===== src/cct_pkg.sv =====
`default_nettype none

package cct_pkg;

    localparam int SEC_W   = 6;
    localparam int MIN_W   = 6;
    localparam int HOUR_W  = 5;
    localparam int DAY_W   = 5;
    localparam int MONTH_W = 4;
    localparam int YEAR_W  = 14;
    localparam int IDLE_W  = 8;

    localparam logic CMD_TICK = 1'b0;
    localparam logic CMD_LOAD = 1'b1;

    localparam logic [SEC_W-1:0]   SEC_LAST   = 6'd59;
    localparam logic [MIN_W-1:0]   MIN_LAST   = 6'd59;
    localparam logic [HOUR_W-1:0]  HOUR_LAST  = 5'd23;
    localparam logic [MONTH_W-1:0] MONTH_LAST = 4'd12;
    localparam logic [YEAR_W-1:0]  YEAR_CAP   = 14'd9999;
    localparam logic [IDLE_W-1:0]  IDLE_MAX   = 8'd255;
    localparam logic [IDLE_W-1:0]  IDLE_LIMIT_RST = 8'd4;

    localparam logic [DAY_W-1:0]   DAY_RST   = 5'd1;
    localparam logic [MONTH_W-1:0] MONTH_RST = 4'd1;
    localparam logic [YEAR_W-1:0]  YEAR_RST  = 14'd2000;

    localparam logic [DAY_W-1:0] LEN_FEB_LEAP = 5'd29;
    localparam logic [DAY_W-1:0] LEN_FEB      = 5'd28;
    localparam logic [DAY_W-1:0] LEN_LONG     = 5'd31;
    localparam logic [DAY_W-1:0] LEN_SHORT    = 5'd30;

    // odd divisor test: y*inv(25) mod 2^14 is small exactly when 25 divides y
    localparam logic [YEAR_W-1:0] YEAR_INV25     = 14'd7209;
    localparam logic [YEAR_W-1:0] YEAR_DIV25_MAX = 14'd655;

    typedef struct packed {
        logic               command;
        logic [SEC_W-1:0]   load_second;
        logic [MIN_W-1:0]   load_minute;
        logic [HOUR_W-1:0]  load_hour;
        logic [DAY_W-1:0]   load_day;
        logic [MONTH_W-1:0] load_month;
        logic [YEAR_W-1:0]  load_year;
        logic               keys_idle;
    } t_item;

    typedef struct packed {
        logic [SEC_W-1:0]   second;
        logic [MIN_W-1:0]   minute;
        logic [HOUR_W-1:0]  hour;
        logic [DAY_W-1:0]   day;
        logic [MONTH_W-1:0] month;
        logic [YEAR_W-1:0]  year;
        logic               backlight_on;
        logic               day_rollover;
    } t_result;

    function automatic logic f_is_leap(input logic [YEAR_W-1:0] y);
        logic [YEAR_W-1:0] prod;
        logic              div25;
        prod  = YEAR_W'(y * YEAR_INV25);
        div25 = (prod <= YEAR_DIV25_MAX);
        // divisible by 4 but not 100, or by 16 and 25 (that is, by 400)
        return ((y[1:0] == 2'd0) && !div25) || ((y[3:0] == 4'd0) && div25);
    endfunction

    function automatic logic [DAY_W-1:0] f_month_len(input logic [MONTH_W-1:0] m,
                                                     input logic leap);
        logic [DAY_W-1:0] len;
        case (m)
            4'd2:    len = leap ? LEN_FEB_LEAP : LEN_FEB;
            4'd1, 4'd3, 4'd5, 4'd7, 4'd8, 4'd10, 4'd12: len = LEN_LONG;
            default: len = LEN_SHORT;
        endcase
        return len;
    endfunction

endpackage

`default_nettype wire


===== src/cct_in_stage.sv =====
`default_nettype none

module cct_in_stage (
    input  wire            i_clk,
    input  wire            i_rst_n,
    input  wire            i_valid,
    output logic           o_ready,
    input  cct_pkg::t_item i_item,
    output logic           o_valid,
    output cct_pkg::t_item o_item,
    input  wire            i_take
);

    logic           r_valid;
    cct_pkg::t_item r_item;

    assign o_ready = !r_valid || i_take;
    assign o_valid = r_valid;
    assign o_item  = r_item;

    always_ff @(posedge i_clk) begin
        if (!i_rst_n) begin
            r_valid <= 1'b0;
        end else if (o_ready) begin
            r_valid <= i_valid;
        end
    end

    always_ff @(posedge i_clk) begin
        if (o_ready && i_valid) begin
            r_item <= i_item;
        end
    end

endmodule

`default_nettype wire


===== src/cct_core.sv =====
`default_nettype none

module cct_core (
    input  wire                          i_clk,
    input  wire                          i_rst_n,
    input  wire                          i_cfg_we,
    input  wire [cct_pkg::IDLE_W-1:0]    i_cfg_wdata,
    input  wire                          i_fire,
    input  cct_pkg::t_item               i_item,
    output cct_pkg::t_result             o_result
);

    logic [cct_pkg::SEC_W-1:0]   r_sec,   n_sec;
    logic [cct_pkg::MIN_W-1:0]   r_min,   n_min;
    logic [cct_pkg::HOUR_W-1:0]  r_hour,  n_hour;
    logic [cct_pkg::DAY_W-1:0]   r_day,   n_day;
    logic [cct_pkg::MONTH_W-1:0] r_month, n_month;
    logic [cct_pkg::YEAR_W-1:0]  r_year,  n_year;
    logic [cct_pkg::IDLE_W-1:0]  r_idle,  n_idle;
    logic [cct_pkg::IDLE_W-1:0]  r_idle_limit;

    logic                        sec_wrap, min_wrap, hour_wrap, month_wrap;
    logic                        day_over, rolled;
    logic [cct_pkg::DAY_W:0]     day_inc;
    logic [cct_pkg::DAY_W-1:0]   month_len;
    logic [cct_pkg::IDLE_W-1:0]  idle_cap;

    always_comb begin
        sec_wrap   = (r_sec >= cct_pkg::SEC_LAST);
        min_wrap   = sec_wrap && (r_min >= cct_pkg::MIN_LAST);
        hour_wrap  = min_wrap && (r_hour >= cct_pkg::HOUR_LAST);
        month_len  = cct_pkg::f_month_len(r_month, cct_pkg::f_is_leap(r_year));
        day_inc    = {1'b0, r_day} + 1'b1;
        day_over   = (day_inc > {1'b0, month_len});
        month_wrap = (r_month >= cct_pkg::MONTH_LAST);
        idle_cap   = (r_idle_limit == cct_pkg::IDLE_MAX) ? cct_pkg::IDLE_MAX
                                                         : r_idle_limit + 1'b1;

        n_sec   = r_sec;
        n_min   = r_min;
        n_hour  = r_hour;
        n_day   = r_day;
        n_month = r_month;
        n_year  = r_year;
        n_idle  = r_idle;
        rolled  = 1'b0;

        if (i_item.command == cct_pkg::CMD_LOAD) begin
            n_sec   = i_item.load_second;
            n_min   = i_item.load_minute;
            n_hour  = i_item.load_hour;
            n_day   = i_item.load_day;
            n_month = i_item.load_month;
            n_year  = i_item.load_year;
        end else begin
            if (i_item.keys_idle) begin
                if (r_idle < idle_cap) begin
                    n_idle = r_idle + 1'b1;
                end
            end else begin
                n_idle = '0;
            end
            n_sec = sec_wrap ? '0 : r_sec + 1'b1;
            if (sec_wrap) begin
                n_min = min_wrap ? '0 : r_min + 1'b1;
            end
            if (min_wrap) begin
                n_hour = hour_wrap ? '0 : r_hour + 1'b1;
            end
            if (hour_wrap) begin
                rolled = 1'b1;
                n_day  = day_inc[cct_pkg::DAY_W-1:0];
                if (day_over) begin
                    n_day   = cct_pkg::DAY_RST;
                    n_month = month_wrap ? cct_pkg::MONTH_RST : r_month + 1'b1;
                    // year holds at the top of its range
                    if (month_wrap && (r_year < cct_pkg::YEAR_CAP)) begin
                        n_year = r_year + 1'b1;
                    end
                end
            end
        end

        o_result.second       = n_sec;
        o_result.minute       = n_min;
        o_result.hour         = n_hour;
        o_result.day          = n_day;
        o_result.month        = n_month;
        o_result.year         = n_year;
        o_result.backlight_on = (n_idle <= r_idle_limit);
        o_result.day_rollover = rolled;
    end

    always_ff @(posedge i_clk) begin
        if (!i_rst_n) begin
            r_sec        <= '0;
            r_min        <= '0;
            r_hour       <= '0;
            r_day        <= cct_pkg::DAY_RST;
            r_month      <= cct_pkg::MONTH_RST;
            r_year       <= cct_pkg::YEAR_RST;
            r_idle       <= '0;
            r_idle_limit <= cct_pkg::IDLE_LIMIT_RST;
        end else begin
            if (i_cfg_we) begin
                r_idle_limit <= i_cfg_wdata;
            end
            if (i_fire) begin
                r_sec   <= n_sec;
                r_min   <= n_min;
                r_hour  <= n_hour;
                r_day   <= n_day;
                r_month <= n_month;
                r_year  <= n_year;
                r_idle  <= n_idle;
            end
        end
    end

endmodule

`default_nettype wire


===== src/cct_out_stage.sv =====
`default_nettype none

module cct_out_stage (
    input  wire              i_clk,
    input  wire              i_rst_n,
    output logic             o_can_load,
    input  wire              i_load,
    input  cct_pkg::t_result i_result,
    output logic             o_valid,
    input  wire              i_ready,
    output cct_pkg::t_result o_result
);

    logic             r_valid;
    cct_pkg::t_result r_result;

    assign o_can_load = !r_valid || i_ready;
    assign o_valid    = r_valid;
    assign o_result   = r_result;

    always_ff @(posedge i_clk) begin
        if (!i_rst_n) begin
            r_valid <= 1'b0;
        end else if (o_can_load) begin
            r_valid <= i_load;
        end
    end

    always_ff @(posedge i_clk) begin
        if (o_can_load && i_load) begin
            r_result <= i_result;
        end
    end

endmodule

`default_nettype wire


===== src/calendar_clock_tick.sv =====
// calendar clock: each input transaction is a one-second tick or a time load,
// and each gives exactly one result transaction with the time after it, the
// backlight flag and a midnight flag
// input channel i_in_valid / o_in_ready, result channel o_out_valid / i_out_ready;
// a transaction moves on a clock edge where its valid and ready are both high
// the idle limit register is written through i_cfg_we / i_cfg_wdata, no wait
// order: an accepted transaction lands in the input register, and the calendar
// update writes the result register when that register can take it, raising
// o_out_valid; throughput: one transaction per cycle while the receiver does
// not stall; the calendar carry chain, leap test and idle counter all settle
// in the single stage between the two registers
// reset (synchronous, active low) sets 00:00:00 on 2000-01-01, clears the idle
// count, loads idle limit 4 and empties both registers
// when the receiver stalls, the result register holds, the input register
// fills, and o_in_ready drops; nothing is dropped or repeated
`default_nettype none

module calendar_clock_tick (
    input  wire                              i_clk,
    input  wire                              i_rst_n,
    input  wire                              i_cfg_we,
    input  wire [cct_pkg::IDLE_W-1:0]        i_cfg_wdata,
    input  wire                              i_in_valid,
    output logic                             o_in_ready,
    input  wire                              i_command,
    input  wire [cct_pkg::SEC_W-1:0]         i_load_second,
    input  wire [cct_pkg::MIN_W-1:0]         i_load_minute,
    input  wire [cct_pkg::HOUR_W-1:0]        i_load_hour,
    input  wire [cct_pkg::DAY_W-1:0]         i_load_day,
    input  wire [cct_pkg::MONTH_W-1:0]       i_load_month,
    input  wire [cct_pkg::YEAR_W-1:0]        i_load_year,
    input  wire                              i_keys_idle,
    output logic                             o_out_valid,
    input  wire                              i_out_ready,
    output logic [cct_pkg::SEC_W-1:0]        o_second,
    output logic [cct_pkg::MIN_W-1:0]        o_minute,
    output logic [cct_pkg::HOUR_W-1:0]       o_hour,
    output logic [cct_pkg::DAY_W-1:0]        o_day,
    output logic [cct_pkg::MONTH_W-1:0]      o_month,
    output logic [cct_pkg::YEAR_W-1:0]       o_year,
    output logic                             o_backlight_on,
    output logic                             o_day_rollover
);

    cct_pkg::t_item   in_item;
    cct_pkg::t_item   stage_item;
    cct_pkg::t_result next_result;
    cct_pkg::t_result out_result;
    logic             stage_valid;
    logic             can_load;
    logic             fire;

    assign in_item.command     = i_command;
    assign in_item.load_second = i_load_second;
    assign in_item.load_minute = i_load_minute;
    assign in_item.load_hour   = i_load_hour;
    assign in_item.load_day    = i_load_day;
    assign in_item.load_month  = i_load_month;
    assign in_item.load_year   = i_load_year;
    assign in_item.keys_idle   = i_keys_idle;

    // staged transaction is processed when the result register can take it
    assign fire = stage_valid && can_load;

    cct_in_stage u_in_stage (
        .i_clk   (i_clk),
        .i_rst_n (i_rst_n),
        .i_valid (i_in_valid),
        .o_ready (o_in_ready),
        .i_item  (in_item),
        .o_valid (stage_valid),
        .o_item  (stage_item),
        .i_take  (can_load)
    );

    cct_core u_core (
        .i_clk       (i_clk),
        .i_rst_n     (i_rst_n),
        .i_cfg_we    (i_cfg_we),
        .i_cfg_wdata (i_cfg_wdata),
        .i_fire      (fire),
        .i_item      (stage_item),
        .o_result    (next_result)
    );

    cct_out_stage u_out_stage (
        .i_clk      (i_clk),
        .i_rst_n    (i_rst_n),
        .o_can_load (can_load),
        .i_load     (stage_valid),
        .i_result   (next_result),
        .o_valid    (o_out_valid),
        .i_ready    (i_out_ready),
        .o_result   (out_result)
    );

    assign o_second       = out_result.second;
    assign o_minute       = out_result.minute;
    assign o_hour         = out_result.hour;
    assign o_day          = out_result.day;
    assign o_month        = out_result.month;
    assign o_year         = out_result.year;
    assign o_backlight_on = out_result.backlight_on;
    assign o_day_rollover = out_result.day_rollover;

endmodule

`default_nettype wire

===== config.mk =====
export PLATFORM = sky130hd
export DESIGN_NAME = calendar_clock_tick
export DESIGN_NICKNAME = d
export VERILOG_FILES = /design/src/cct_pkg.sv /design/src/cct_in_stage.sv /design/src/cct_core.sv /design/src/cct_out_stage.sv /design/src/calendar_clock_tick.sv
export SDC_FILE = /design/constraint.sdc
export NUM_CORES = 1
export LEC_CHECK = 0
export ABC_AREA = 1
export BUFFER_PORTS_ARGS = -buffer_cell sky130_fd_sc_hd__buf_2
export CAP_MARGIN = 30
export CORE_UTILIZATION = 55
export CTS_CLUSTER_DIAMETER = 50
export DETAILED_ROUTE_END_ITERATION = 6
export GPL_TIMING_DRIVEN = 0
export PLACE_DENSITY = 0.79
export SYNTH_ARGS = -nofsm -noshare
export SYNTH_HDL_FRONTEND = slang
export SYNTH_SLANG_ARGS = --single-unit

===== constraint.sdc =====
create_clock -name i_clk -period 10.5 [get_ports i_clk]
set_clock_uncertainty 0.15 [all_clocks]
set_input_delay 2.1 -clock i_clk [delete_from_list [all_inputs] [get_ports i_clk]]
set_output_delay 2.1 -clock i_clk [all_outputs]
set_load 0.03 [all_outputs]

==> reports/results.txt <==
The floorplan step defined a die boundary enclosing 0.01558 mm^2. The first detailed-routing pass ran for 7 iterations. Entering global routing, the biggest net connects 43 pins.

The worst path needs 5.658 ns of the cycle, external delays included. At the pin with the least slew margin, the transition time is 0.9625 ns. For the overall routing resource usage, the log shows 0.2554. After clock tree synthesis, the clock-pin slew on the worst setup and hold paths is 0.06 ns. Routability-driven placement finished with a final weighted congestion of 0.9201. Global routing finished with a remaining overflow of 0.

The share of the clock period used by the worst path after layout is 0.5389. For this block, the routed nets add up to 19140 um of wire. For this design the top-level I/O count stands at 99. The logs give 40 for the number of distinct library cells after synthesis and 0.5666 for the effective utilization at floorplan.

The number of gates resized after CTS was 0. Among all stages on the critical path, the largest delay is contributed by sky130_fd_sc_hd__dfxtp_1. The worst register-to-register path has a setup slack of 4.84 ns. The initial antenna violation count came out at 0. TritonCTS built the clock tree. Total power per unit cell area: 168.0 mW/mm^2. For the final max-slew violation count, the log shows 0. The critical path is of the register to register type.

Summed over all instances, the cell type with the most area after synthesis is sky130_fd_sc_hd__edfxtp_1. The run finished, with violations left. The run gives 0.3574 as the worst max-slew margin expressed relative to the limit. The number of nets in the synthesized netlist is 1115. After the last flow step, the layout net total stands at 1233.

STA classifies the critical path startpoint as a register. The worst voltage drop across the vdd grid was 0.1038 mV. The most used flip-flop cell after synthesis is sky130_fd_sc_hd__edfxtp_1. The worst-case hold path end point was u_core.r_idle_limit[7]. In this run the critical register-to-register path is captured at u_core.r_year[6].

The peak fanout along the critical path works out to 10. After synthesis the cells add up to 0.008297 mm^2. The chip height was 124.8 um. After detailed routing, the average wire length per cell comes to 14.75 um. The via count of the first global-routing pass was 6817; the filler-free cell count of the finished design was 1297. Detail-routed via count per cell: 5.445.

The signal arrival time at the worst endpoint is 5.81 ns. The region available for standard cell placement spans 0.01464 mm^2. Counting the buffers created by CTS gives 17.

Counting flops with a built-in enable in the synthesized netlist gives 84. The first global-routing pass estimated 31290 um of wire. The proportion of netlist area held by the largest area contributor came out at 0.3040. The most common cell type on the critical path was sky130_fd_sc_hd__nand2_1. The horizontal die dimension is 124.8 um. The worst reg2reg path depth was 34; the share of flip-flops with an asynchronous set or reset after synthesis was 0. CTS placed an instance of sky130_fd_sc_hd__clkbuf_16 at the clock tree root. Yosys attributes the largest share of cell area to sky130_fd_sc_hd__edfxtp_1 (30%), sky130_fd_sc_hd__dfxtp_1 (14%), sky130_fd_sc_hd__ha_1 (10%). Setup repair after global routing left no endpoint under its margin.

CTS built an H-tree with a depth of 4. The count of final hold-check violations was 0. In this run the post-CTS setup repair buffer count came out at 0. Averaged over all synthesized cells, the footprint is 8.449 um^2. The run gives 7062 as the number of vias in the routed layout. The number of register bits inferred by synthesis came out at 142.

The endpoint kind of the worst setup timing path was a register. 0 antenna diodes ended up in the layout. Synthesized instance count: 982. The part of the Yosys area used for sequential elements was 0.4440; the static leakage power was 4.631 nW. Setup violations remaining at the end of the flow were counted as 0.

The checks that failed: design-rule violations. After detailed routing, the number of remaining DRC violations is 14. The fraction of the core area covered by cells at the end of the flow was 0.6582; the clock network latency to the later pin of the worst-skew pair was 0.43 ns.

The number of max-cap violations was 0. For the number of warnings issued by yosys, the log shows 0. The sink count of the clock tree is 142, and the largest stage delay on the critical path is 0.55 ns. Along the worst hold path, the cell count comes to 2. The design draws 1.620 mW. The row count came out at 44. The half-perimeter wire length of the detailed placement result was 13560 um.

Data on the critical path is required at its endpoint by 10.66 ns. The tools report the worst min-delay path startpoint as u_core.r_idle_limit[7]. For this design, the CTS-stage hold fixing added 0 buffers. Port buffering added 98 buffers. After routing, the total negative slack on setup checks comes to 0 ns. The tools report the placed instance count as 1265. The worst min-delay path category was register to register.

Synthesis-to-finish area growth: 16.17%. The worst register-to-register path begins at u_core.r_year[6]. The run gives 0.1767 GHz as the highest achievable clock rate. The detailed router finished its first iteration with 418 violations. The detail route stage leaves a number of antenna-violating nets equal to 0. The fraction of final layout cells sized beyond drive strength 1 works out to 0.1429. The deepest clock path buffer count came out at 2.
## metal layers
metal  vias up  track usage  part of all wire
li1       3489            -                 -
met1      3235       0.3041              0.42
met2       284       0.4412              0.48
met3        54      0.05412             0.065
met4         0       0.1205             0.032
met5         -            0                 0
## cells by family after synthesis
kind of cell | Yosys count | share of synthesized area
buffers and inverters | 193 | 0.09064
adder cells (fa/ha/maj) | 78 | 0.1276
flip-flops | 142 | 0.4440
AO/OA/AOI/OAI | 163 | 0.1071
XOR/XNOR | 26 | 0.02745
AND/OR/NAND/NOR | 380 | 0.2033
## worst max path at each step
stage                           startpoint                       to  slack, ns  cells past startpoint
after floorplan           u_core.r_year[0]  u_out_stage.o_result[5]       5.54                     30
after CTS                 u_core.r_year[6]  u_out_stage.o_result[9]       4.82                     33
final                     u_core.r_year[6]         u_core.r_year[6]       4.84                     34
after global routing      u_core.r_year[6]  u_out_stage.o_result[9]       4.43                     33
after detailed placement  u_core.r_year[6]  u_out_stage.o_result[9]       4.89                     32
after global placement    u_core.r_year[6]  u_out_stage.o_result[9]       4.97                     33
## area by class of cell
cell class / instances / area (um^2)
Timing Repair Buffer: 99 / 510.5
Clock inverter: 10 / 125.1
Inverter: 163 / 614.3
Tap cell: 184 / 230.2
Clock buffer: 22 / 474.2
Multi-Input combinational cell: 647 / 3861
Buffer: 30 / 138.9
Sequential cell: 142 / 3684
Fill cell: 1205 / 5006
## critical path, delay by kind of cell, from the launching register on
kind / cells / cell delay [ns]
flops: 1 / 0.55
compound gates: 2 / 0.31
buf+inv: 3 / 0.25
simple gates: 22 / 1.97
fa+ha+maj: 7 / 2.29
## where the power goes
part,internal [mW],switching (mW),total [mW],leakage (nW)
Combinational,0.138,0.217,0.355,3.05
Sequential,0.630,0.0276,0.657,1.29
Clock,0.372,0.235,0.607,0.293
## cells in the mapped netlist, drive strengths merged (2+ instances only)
cell type	count
xnor2	10
nand3b	3
a21oi	74
ha	67
nand3	77
nand2	210
buf	11
o21ai	63
clkbuf	19
nor2	64
nand4	13
fa	11
a22o	4
nor3	9
o211ai	13
edfxtp	84
a31oi	2
or2	4
dfxtp	58
inv	163
xor2	16
o221ai	2
## layout by cell type (no fill, tap or decap), types with 5 or more instances in the layout
cell type / netlist / final
sky130_fd_sc_hd__nor2_1: 59 / 59
sky130_fd_sc_hd__nor3_1: 7 / 7
sky130_fd_sc_hd__clkbuf_16: 0 / 17
sky130_fd_sc_hd__xnor2_1: 10 / 10
sky130_fd_sc_hd__dfxtp_1: 58 / 58
sky130_fd_sc_hd__nand3_1: 72 / 72
sky130_fd_sc_hd__clkbuf_1: 19 / 21
sky130_fd_sc_hd__o21ai_1: 5 / 5
sky130_fd_sc_hd__buf_2: 2 / 101
sky130_fd_sc_hd__o21ai_0: 58 / 58
sky130_fd_sc_hd__nand4_1: 13 / 13
sky130_fd_sc_hd__inv_1: 160 / 159
sky130_fd_sc_hd__fa_1: 11 / 11
sky130_fd_sc_hd__nand2_1: 208 / 208
sky130_fd_sc_hd__inv_6: 0 / 5
sky130_fd_sc_hd__ha_1: 67 / 67
sky130_fd_sc_hd__a21oi_1: 74 / 74
sky130_fd_sc_hd__xor2_1: 16 / 16
sky130_fd_sc_hd__edfxtp_1: 84 / 84
sky130_fd_sc_hd__o211ai_1: 13 / 13
## metrics by stage
stage          cell area (um^2)  worst slack [ns]  hold WS, ns
6_report                   9638             4.842       0.3752
2_1_floorplan              8297             5.542       0.3323
5_1_grt                    9638             4.429       0.4203
3_5_place_dp               9039             4.891       0.3667
3_3_place_gp               9017             4.970       0.3474
4_1_cts                    9638             4.820       0.3777
## registers in the layout, indices dropped and copies added (netlist names)
signal	cells
u_out_stage.o_result	42
u_core.r_day	5
u_core.r_idle_limit	8
u_core.r_hour	5
u_core.r_month	4
u_core.r_year	14
u_core.r_min	6
u_core.r_sec	6
u_in_stage.o_valid	1
u_core.r_idle	8
u_in_stage.o_item	42
u_out_stage.o_valid	1
(Power assumes the default switching activity.)
